==> src/hdl/fcs_pkg.sv <==
`timescale 1ns / 1ps
package fcs_pkg;

  localparam int MAX_TAPS_DEF = 32;
  localparam int CFG_W        = 6;
  localparam int IDX_W        = 5;
  localparam int SAMPLE_W     = 16;
  localparam int PROD_W       = 2 * SAMPLE_W;
  localparam int Y_W          = 38;

  typedef enum logic {
    ST_IDLE,
    ST_RUN
  } state_t;

  // kind field codes
  localparam logic KIND_COEF   = 1'b0;
  localparam logic KIND_SAMPLE = 1'b1;

  // broadcast to every cell of the chain
  typedef struct packed {
    logic                       shift;
    logic                       clear;
    logic                       coef_we;
    logic [IDX_W-1:0]           coef_idx;
    logic signed [SAMPLE_W-1:0] coef;
  } cell_ctrl_t;

endpackage

==> src/hdl/fcs_cell.sv <==
`timescale 1ns / 1ps
module fcs_cell #(
  parameter int INDEX = 0
) (
  input  logic                                clk,
  input  logic                                rst_n,
  input  fcs_pkg::cell_ctrl_t                 ctrl,
  input  logic                                tap_en,
  input  logic signed [fcs_pkg::SAMPLE_W-1:0] s_in,
  output logic signed [fcs_pkg::SAMPLE_W-1:0] s_out,
  input  logic signed [fcs_pkg::Y_W-1:0]      acc_in,
  output logic signed [fcs_pkg::Y_W-1:0]      acc_out
);

  localparam bit LOADABLE = (INDEX < (1 << fcs_pkg::IDX_W));

  logic signed [fcs_pkg::SAMPLE_W-1:0] s_r;
  logic signed [fcs_pkg::SAMPLE_W-1:0] tap_r;
  logic signed [fcs_pkg::PROD_W-1:0]   prod_mul;
  logic signed [fcs_pkg::PROD_W-1:0]   prod_r;
  logic signed [fcs_pkg::PROD_W-1:0]   prod_nxt;
  logic signed [fcs_pkg::Y_W-1:0]      acc_r;
  logic signed [fcs_pkg::Y_W-1:0]      acc_nxt;
  logic                                coef_hit;

  assign coef_hit = ctrl.coef_we && LOADABLE &&
                    (ctrl.coef_idx == fcs_pkg::IDX_W'(INDEX));

  // signed product kept apart from the enable select
  assign prod_mul = tap_r * s_r;
  assign prod_nxt = tap_en ? prod_mul : '0;
  assign acc_nxt  = acc_in +
                    {{(fcs_pkg::Y_W - fcs_pkg::PROD_W){prod_r[fcs_pkg::PROD_W-1]}}, prod_r};

  always_ff @(posedge clk) begin
    if (!rst_n) begin
      s_r   <= '0;
      tap_r <= '0;
    end else begin
      if (ctrl.clear) begin
        s_r <= '0;
      end else if (ctrl.shift) begin
        s_r <= s_in;
      end
      if (coef_hit) begin
        tap_r <= ctrl.coef;
      end
    end
  end

  // partial sum hops one cell per cycle
  always_ff @(posedge clk) begin
    prod_r <= prod_nxt;
    acc_r  <= acc_nxt;
  end

  assign s_out   = s_r;
  assign acc_out = acc_r;

endmodule

==> config.mk <==
export PLATFORM = sky130hd
export DESIGN_NAME = fcs_cell
export DESIGN_NICKNAME = d
export VERILOG_FILES = /design/src/hdl/fcs_pkg.sv /design/src/hdl/fcs_cell.sv
export SDC_FILE = /design/constraint.sdc
export NUM_CORES = 1
export LEC_CHECK = 0
export BUFFER_PORTS_ARGS = -buffer_cell sky130_fd_sc_hd__buf_4
export CORE_MARGIN = 2
export CORE_UTILIZATION = 50
export DETAILED_ROUTE_END_ITERATION = 8
export PLACE_DENSITY_LB_ADDON = 0.15
export SLEW_MARGIN = 20
export SYNTH_ARGS = -nofsm -noshare
export SYNTH_HDL_FRONTEND = slang
export SYNTH_SLANG_ARGS = --single-unit
export TNS_END_PERCENT = 30
==> constraint.sdc <==
create_clock -name clk -period 8 [get_ports clk]
set_input_delay 0.8 -clock clk [delete_from_list [all_inputs] [get_ports clk]]
set_output_delay 0.8 -clock clk [all_outputs]
set_load 0.01 [all_outputs]
### Word level (Yosys, flattened, before mapping)

Index checks and enable logic that the tools add are counted.

* add/subtract/negate cells: 1
* multiply operators: 1
* bitwise gates (word level): 1
* reduce and logical (&&, ||, !) cells: 3

Operators by type and width (number)
* adder 38 bit: 1
* multiplier 16 x 16 -> 32 bit: 1
* logical NOT 5 bit: 1
* OR reduction 2 bit: 1
* logical AND 1 bit: 1
* NOT 1 bit: 1

* bits in registers: 102
* bits of input ports: 81
* logic and storage cells: 10

### Logic depth before layout (Yosys ltp)

* depth in word-level cells: 2
* mapped depth: 24

### Worst setup path before layout

No wires, ideal clock.

* path kind: reg-to-reg
* from: register s_r, in the netlist s_out[7]
* to: register prod_r[31] (netlist name)
* setup time: 0.115 ns
* arrival time: 6.078 ns
* data required time: 7.885 ns
* path slack: 1.807 ns
* cell stages (with the launch flop): 23
* buffers on the path: 2
* clock period less this slack: 6.193 ns
* path through: dfxtp_1 > clkbuf_1 > clkbuf_1 > nand2_1 > fa_1 > inv_1 > fa_1 > fa_1 > fa_1 > fa_1 > inv_1 > fa_1 > inv_1 > ha_1 > and2_1 > and3_1 > a221oi_1 > o21ai_2 > a221o_1 > a211oi_2 > a21oi_1 > xnor2_1 > and2_1

* longest elaborated chain between the ends: 1

Ends and longest elaborated chain
* from (decl): RTL line fcs_cell.sv:17 `logic signed [fcs_pkg::SAMPLE_W-1:0] s_r;`
* from (signal assigned): RTL line fcs_cell.sv:43 `s_r <= s_in;`
* multiplier 16 x 16 -> 32 bit: RTL line fcs_cell.sv:30 `assign prod_mul = tap_r * s_r;`
* to (signal assigned): RTL line fcs_cell.sv:53 `prod_r <= prod_nxt;`
* to (decl): RTL line fcs_cell.sv:20 `logic signed [fcs_pkg::PROD_W-1:0] prod_r;`

No other way between the ends.
A chain may end at the register's enable or synchronous reset.

### Final worst setup path

* from: register s_r, in the netlist s_out[1]
* to: register prod_r[31] (netlist name)

The elaborated chain is that of the path after synthesis.

==> insert_results.sql <==
INSERT INTO impl_metrics (metric_group, metric, value, unit) VALUES
('die', 'initial_standard_cell_utilization_of_the_core', '50.59', '%'),
('setup_path', 'cp_cell_sequence', 'nand2_1 > inv_1 > fa_1 > fa_1 > fa_1 > fa_1 > fa_1 > inv_1 > fa_1 > inv_1 > ha_1 > a21o_1 > a21oi_1 > o21bai_1 > a221o_1 > a211oi_2 > a21oi_1 > xnor2_1 > and2_1', ''),
('detailed_routing', 'routed-wl-met2', '15080', 'um'),
('synth', 'synth_top_cell_area_share', '36.35', '%'),
('die', 'design.portCount', '135', ''),
('detailed_routing', 'drc', '0', ''),
('place', 'place_congestion', '0.8779', ''),
('die', 'core_area', '28630', 'um2'),
('job', 'maxCapViolations', '0', ''),
('pwr', 'power.static_leakage', '8.473', 'nW'),
('clock_network', 'clock_tree_from_tritoncts', 'built', ''),
('final_layout', 'final_net_count', '2105', ''),
('detailed_routing', 'drt-vias-per-instance', '5.119', ''),
('synth', 'yosysMostFrequentCell', 'sky130_fd_sc_hd__inv_1', ''),
('place', 'dp_hpwl', '26960', 'um'),
('timing', 'timing.slew.headroom', '29.97', '%'),
('pwr', 'power.ir.vdd_worst', '0.07197', 'mV'),
('global_route', 'global_route.overflow_total', '0', ''),
('setup_path', 'cp.buffers_inverters', '3', ''),
('setup_path', 'worst_path_class_setup', 'reg2reg', ''),
('worst_hold_path', 'min_path_cells', '1', ''),
('pwr', 'powerDensity', '77.12', 'nW/um2'),
('detailed_routing', 'drtIter0Drc', '730', ''),
('synth', 'synth-seq-cells', '102', ''),
('global_route', 'wire_length_of_the_first_global_routing_pass', '55490', 'um'),
('die', 'num_rows', '62', ''),
('synth', 'synth.cell_area', '14480', 'um2'),
('clock_network', 'post_cts.resized_instances', '0', ''),
('clock_network', 'worst_skew_pair_later_pin_latency', '0.36', 'ns'),
('detailed_routing', 'top_layer_used', 'met4', ''),
('synth', 'synthTopCellsByArea', 'sky130_fd_sc_hd__fa_1 36%, sky130_fd_sc_hd__dfxtp_1 14%, sky130_fd_sc_hd__ha_1 10%', ''),
('detailed_routing', 'routed-wl-met3', '1924', 'um'),
('setup_path', 'slowest_stage_delay_cp', '0.89', 'ns'),
('global_route', 'initial_antenna_violation_count', '0', ''),
('clock_network', 'clkSinkCount', '102', ''),
('timing', 'clock.fmax', '149.4', 'MHz'),
('setup_path', 'timing.rr.start', 's_out[1]$_SDFFE_PP0P_', ''),
('setup_path', 'worstPathRequired', '8.25', 'ns'),
('timing', 'setup-tns-final', '0', 'ns'),
('setup_path', 'r2r-end', 'prod_r[31]$_SDFF_PN0_', ''),
('die', 'dieArea', '30340', 'um2'),
('clock_network', 'cts_root_buffer', 'sky130_fd_sc_hd__clkbuf_16', ''),
('synth', 'synth_sequential_area_ratio', '14.10', '%'),
('worst_hold_path', 'type_of_the_tightest_min_delay_check', 'reg2reg', ''),
('detailed_routing', 'met1_length', '15610', 'um'),
('setup_path', 'rr_worst_depth', '19', ''),
('clock_network', 'cts.clk_slew.worst_paths', '0.08', 'ns'),
('global_route', 'grt_pass1_vias', '10870', ''),
('detailed_routing', 'route.vias.total', '10400', ''),
('timing', 'finalClockSkew', '0.01518', 'ns'),
('clock_network', 'ctsLongestPathBuffers', '2', ''),
('setup_path', 'worstPathArrival', '6.94', 'ns'),
('setup_path', 'critical_path.slowest_cell', 'sky130_fd_sc_hd__fa_1', ''),
('final_layout', 'diodes', '0', ''),
('setup_path', 'critPathLaunch', 's_out[1]$_SDFFE_PP0P_', ''),
('global_route', 'grt_util_all_layers', '22.94', '%'),
('clock_network', 'cts_hold_buf', '0', ''),
('setup_path', 'worst-r2r-setup-slack', '1.31', 'ns'),
('timing', 'finalHoldViolations', '0', ''),
('synth', 'ys_types', '62', ''),
('synth', 'synth.net_count', '2008', ''),
('detailed_routing', 'detail_route.wirelength', '33100', 'um'),
('setup_path', 'critPathMaxFanout', '18', ''),
('status', 'run_status', 'finished, final reports clean', ''),
('synth', 'synth_largest_area_cell', 'sky130_fd_sc_hd__fa_1', ''),
('synth', 'syn_avg_cell_area', '9.374', 'um2'),
('synth', 'dominantRegCellSynth', 'sky130_fd_sc_hd__dfxtp_1', ''),
('setup_path', 'crit_top_cell', 'sky130_fd_sc_hd__fa_1', ''),
('timing', 'grt_setup_unrepaired', 'no', ''),
('clock_network', 'post-cts-setup-buffers', '0', ''),
('detailed_routing', 'firstDrtPassIters', '5', '');
[flip-flops by register name, summed over array words and instances (netlist names)]
| name | count |
|---|---|
| acc_out | 38 |
| prod_r | 32 |
| s_out | 16 |
| tap_r | 16 |
[worst max path at each step]
stage / to / slack, ns / cells past startpoint
global route: prod_r[31]$_SDFF_PN0_ / 0.95 / 19
CTS: prod_r[31]$_SDFF_PN0_ / 1.30 / 20
finish: prod_r[31]$_SDFF_PN0_ / 1.31 / 19
floorplan: prod_r[31]$_SDFF_PN0_ / 1.81 / 22
global placement: prod_r[31]$_SDFF_PN0_ / 1.51 / 20
detailed placement: prod_r[31]$_SDFF_PN0_ / 1.33 / 20
[per-stage QoR]
step	std cells	cell area [um2]	power [W]	setup slack (ns)
detailed placement	2015	15790	0.0007657	1.329
floorplan	1545	14480	0.0006725	1.807
global route	2031	16110	0.001304	0.9512
CTS	2031	16110	0.001257	1.302
finish	2031	16110	0.001243	1.308
global placement	2015	15790	0.0007631	1.508
[worst reg2reg max path: stages (launching register included)]
cell and delay [ns]:
sky130_fd_sc_hd__dfxtp_1 0.78, sky130_fd_sc_hd__nand2_1 0.23, sky130_fd_sc_hd__inv_1 0.17, sky130_fd_sc_hd__fa_1 0.55, sky130_fd_sc_hd__fa_1 0.89, sky130_fd_sc_hd__fa_1 0.53, sky130_fd_sc_hd__fa_1 0.52, sky130_fd_sc_hd__fa_1 0.49
sky130_fd_sc_hd__inv_1 0.05, sky130_fd_sc_hd__fa_1 0.49, sky130_fd_sc_hd__inv_1 0.04, sky130_fd_sc_hd__ha_1 0.34, sky130_fd_sc_hd__a21o_1 0.18, sky130_fd_sc_hd__a21oi_1 0.13, sky130_fd_sc_hd__o21bai_1 0.09, sky130_fd_sc_hd__a221o_1 0.39
sky130_fd_sc_hd__a211oi_2 0.28, sky130_fd_sc_hd__a21oi_1 0.12, sky130_fd_sc_hd__xnor2_1 0.14, sky130_fd_sc_hd__and2_1 0.17
[metal layers]
layer  vias up  global-route usage [%]
met4         0                   5.007
met1      5101                   32.36
li1       4975                       -
met2       292                   37.29
met5         -                       0
met3        28                   3.893
[cells in the final DEF (no fill, tap or decap), types with 3 or more instances in the layout]
master                      count
sky130_fd_sc_hd__nand2b_1      13
sky130_fd_sc_hd__ha_1         119
sky130_fd_sc_hd__xor2_1        16
sky130_fd_sc_hd__nand2_1      146
sky130_fd_sc_hd__nor2_1        64
sky130_fd_sc_hd__nand4_1        4
sky130_fd_sc_hd__a211oi_1       8
sky130_fd_sc_hd__nor2b_1       20
sky130_fd_sc_hd__a31oi_1        6
sky130_fd_sc_hd__buf_4        134
sky130_fd_sc_hd__dfxtp_1      102
sky130_fd_sc_hd__o211ai_1       3
sky130_fd_sc_hd__and3_1        12
sky130_fd_sc_hd__and2_1       155
sky130_fd_sc_hd__inv_8          3
sky130_fd_sc_hd__inv_1        294
sky130_fd_sc_hd__fa_1         263
sky130_fd_sc_hd__o21ai_0       26
sky130_fd_sc_hd__nand3b_1       3
sky130_fd_sc_hd__a221o_1        3
sky130_fd_sc_hd__o21bai_1       9
sky130_fd_sc_hd__o21ai_1        5
sky130_fd_sc_hd__nor4_1         3
sky130_fd_sc_hd__o21a_1         8
sky130_fd_sc_hd__a211oi_2       3
sky130_fd_sc_hd__xnor2_1       51
sky130_fd_sc_hd__mux2i_1       33
sky130_fd_sc_hd__clkbuf_16      9
sky130_fd_sc_hd__a21o_1        24
sky130_fd_sc_hd__nand3_1       10
sky130_fd_sc_hd__a21oi_1       51
sky130_fd_sc_hd__nor3_1         6
sky130_fd_sc_hd__o31a_1         3
[layout make-up]
type / instances / area [um2] / area share (%)
Tap cell: 384 / 480.5 / 2.982
Multi-Input combinational cell: 1101 / 11150 / 69.22
Inverter: 294 / 1104 / 6.849
Clock inverter: 6 / 88.84 / 0.5513
Timing Repair Buffer: 134 / 1006 / 6.243
Sequential cell: 102 / 2042 / 12.67
Clock buffer: 10 / 239.0 / 1.483
[kinds of logic after synthesis]
family / Yosys count / share of synthesized area, %
AO/OA/AOI/OAI: 173 / 8.233
XOR/XNOR: 67 / 4.052
adder cells (fa/ha/maj): 382 / 46.64
buffers and inverters: 342 / 8.890
flip-flops: 102 / 14.10
multiplexers: 33 / 2.281
AND/OR/NAND/NOR: 446 / 15.81
[where the power goes]
| group | switching, W | leakage (nW) | internal (W) | total, W |
|---|---|---|---|---|
| Sequential | 0.0000232 | 0.839 | 0.000530 | 0.000553 |
| Clock | 0.000228 | 0.161 | 0.000262 | 0.000489 |
| Combinational | 0.0000970 | 7.47 | 0.000103 | 0.000200 |
| Total | 0.000348 | 8.47 | 0.000895 | 0.00124 |
Note: power is estimated with default switching activity, not from simulation.
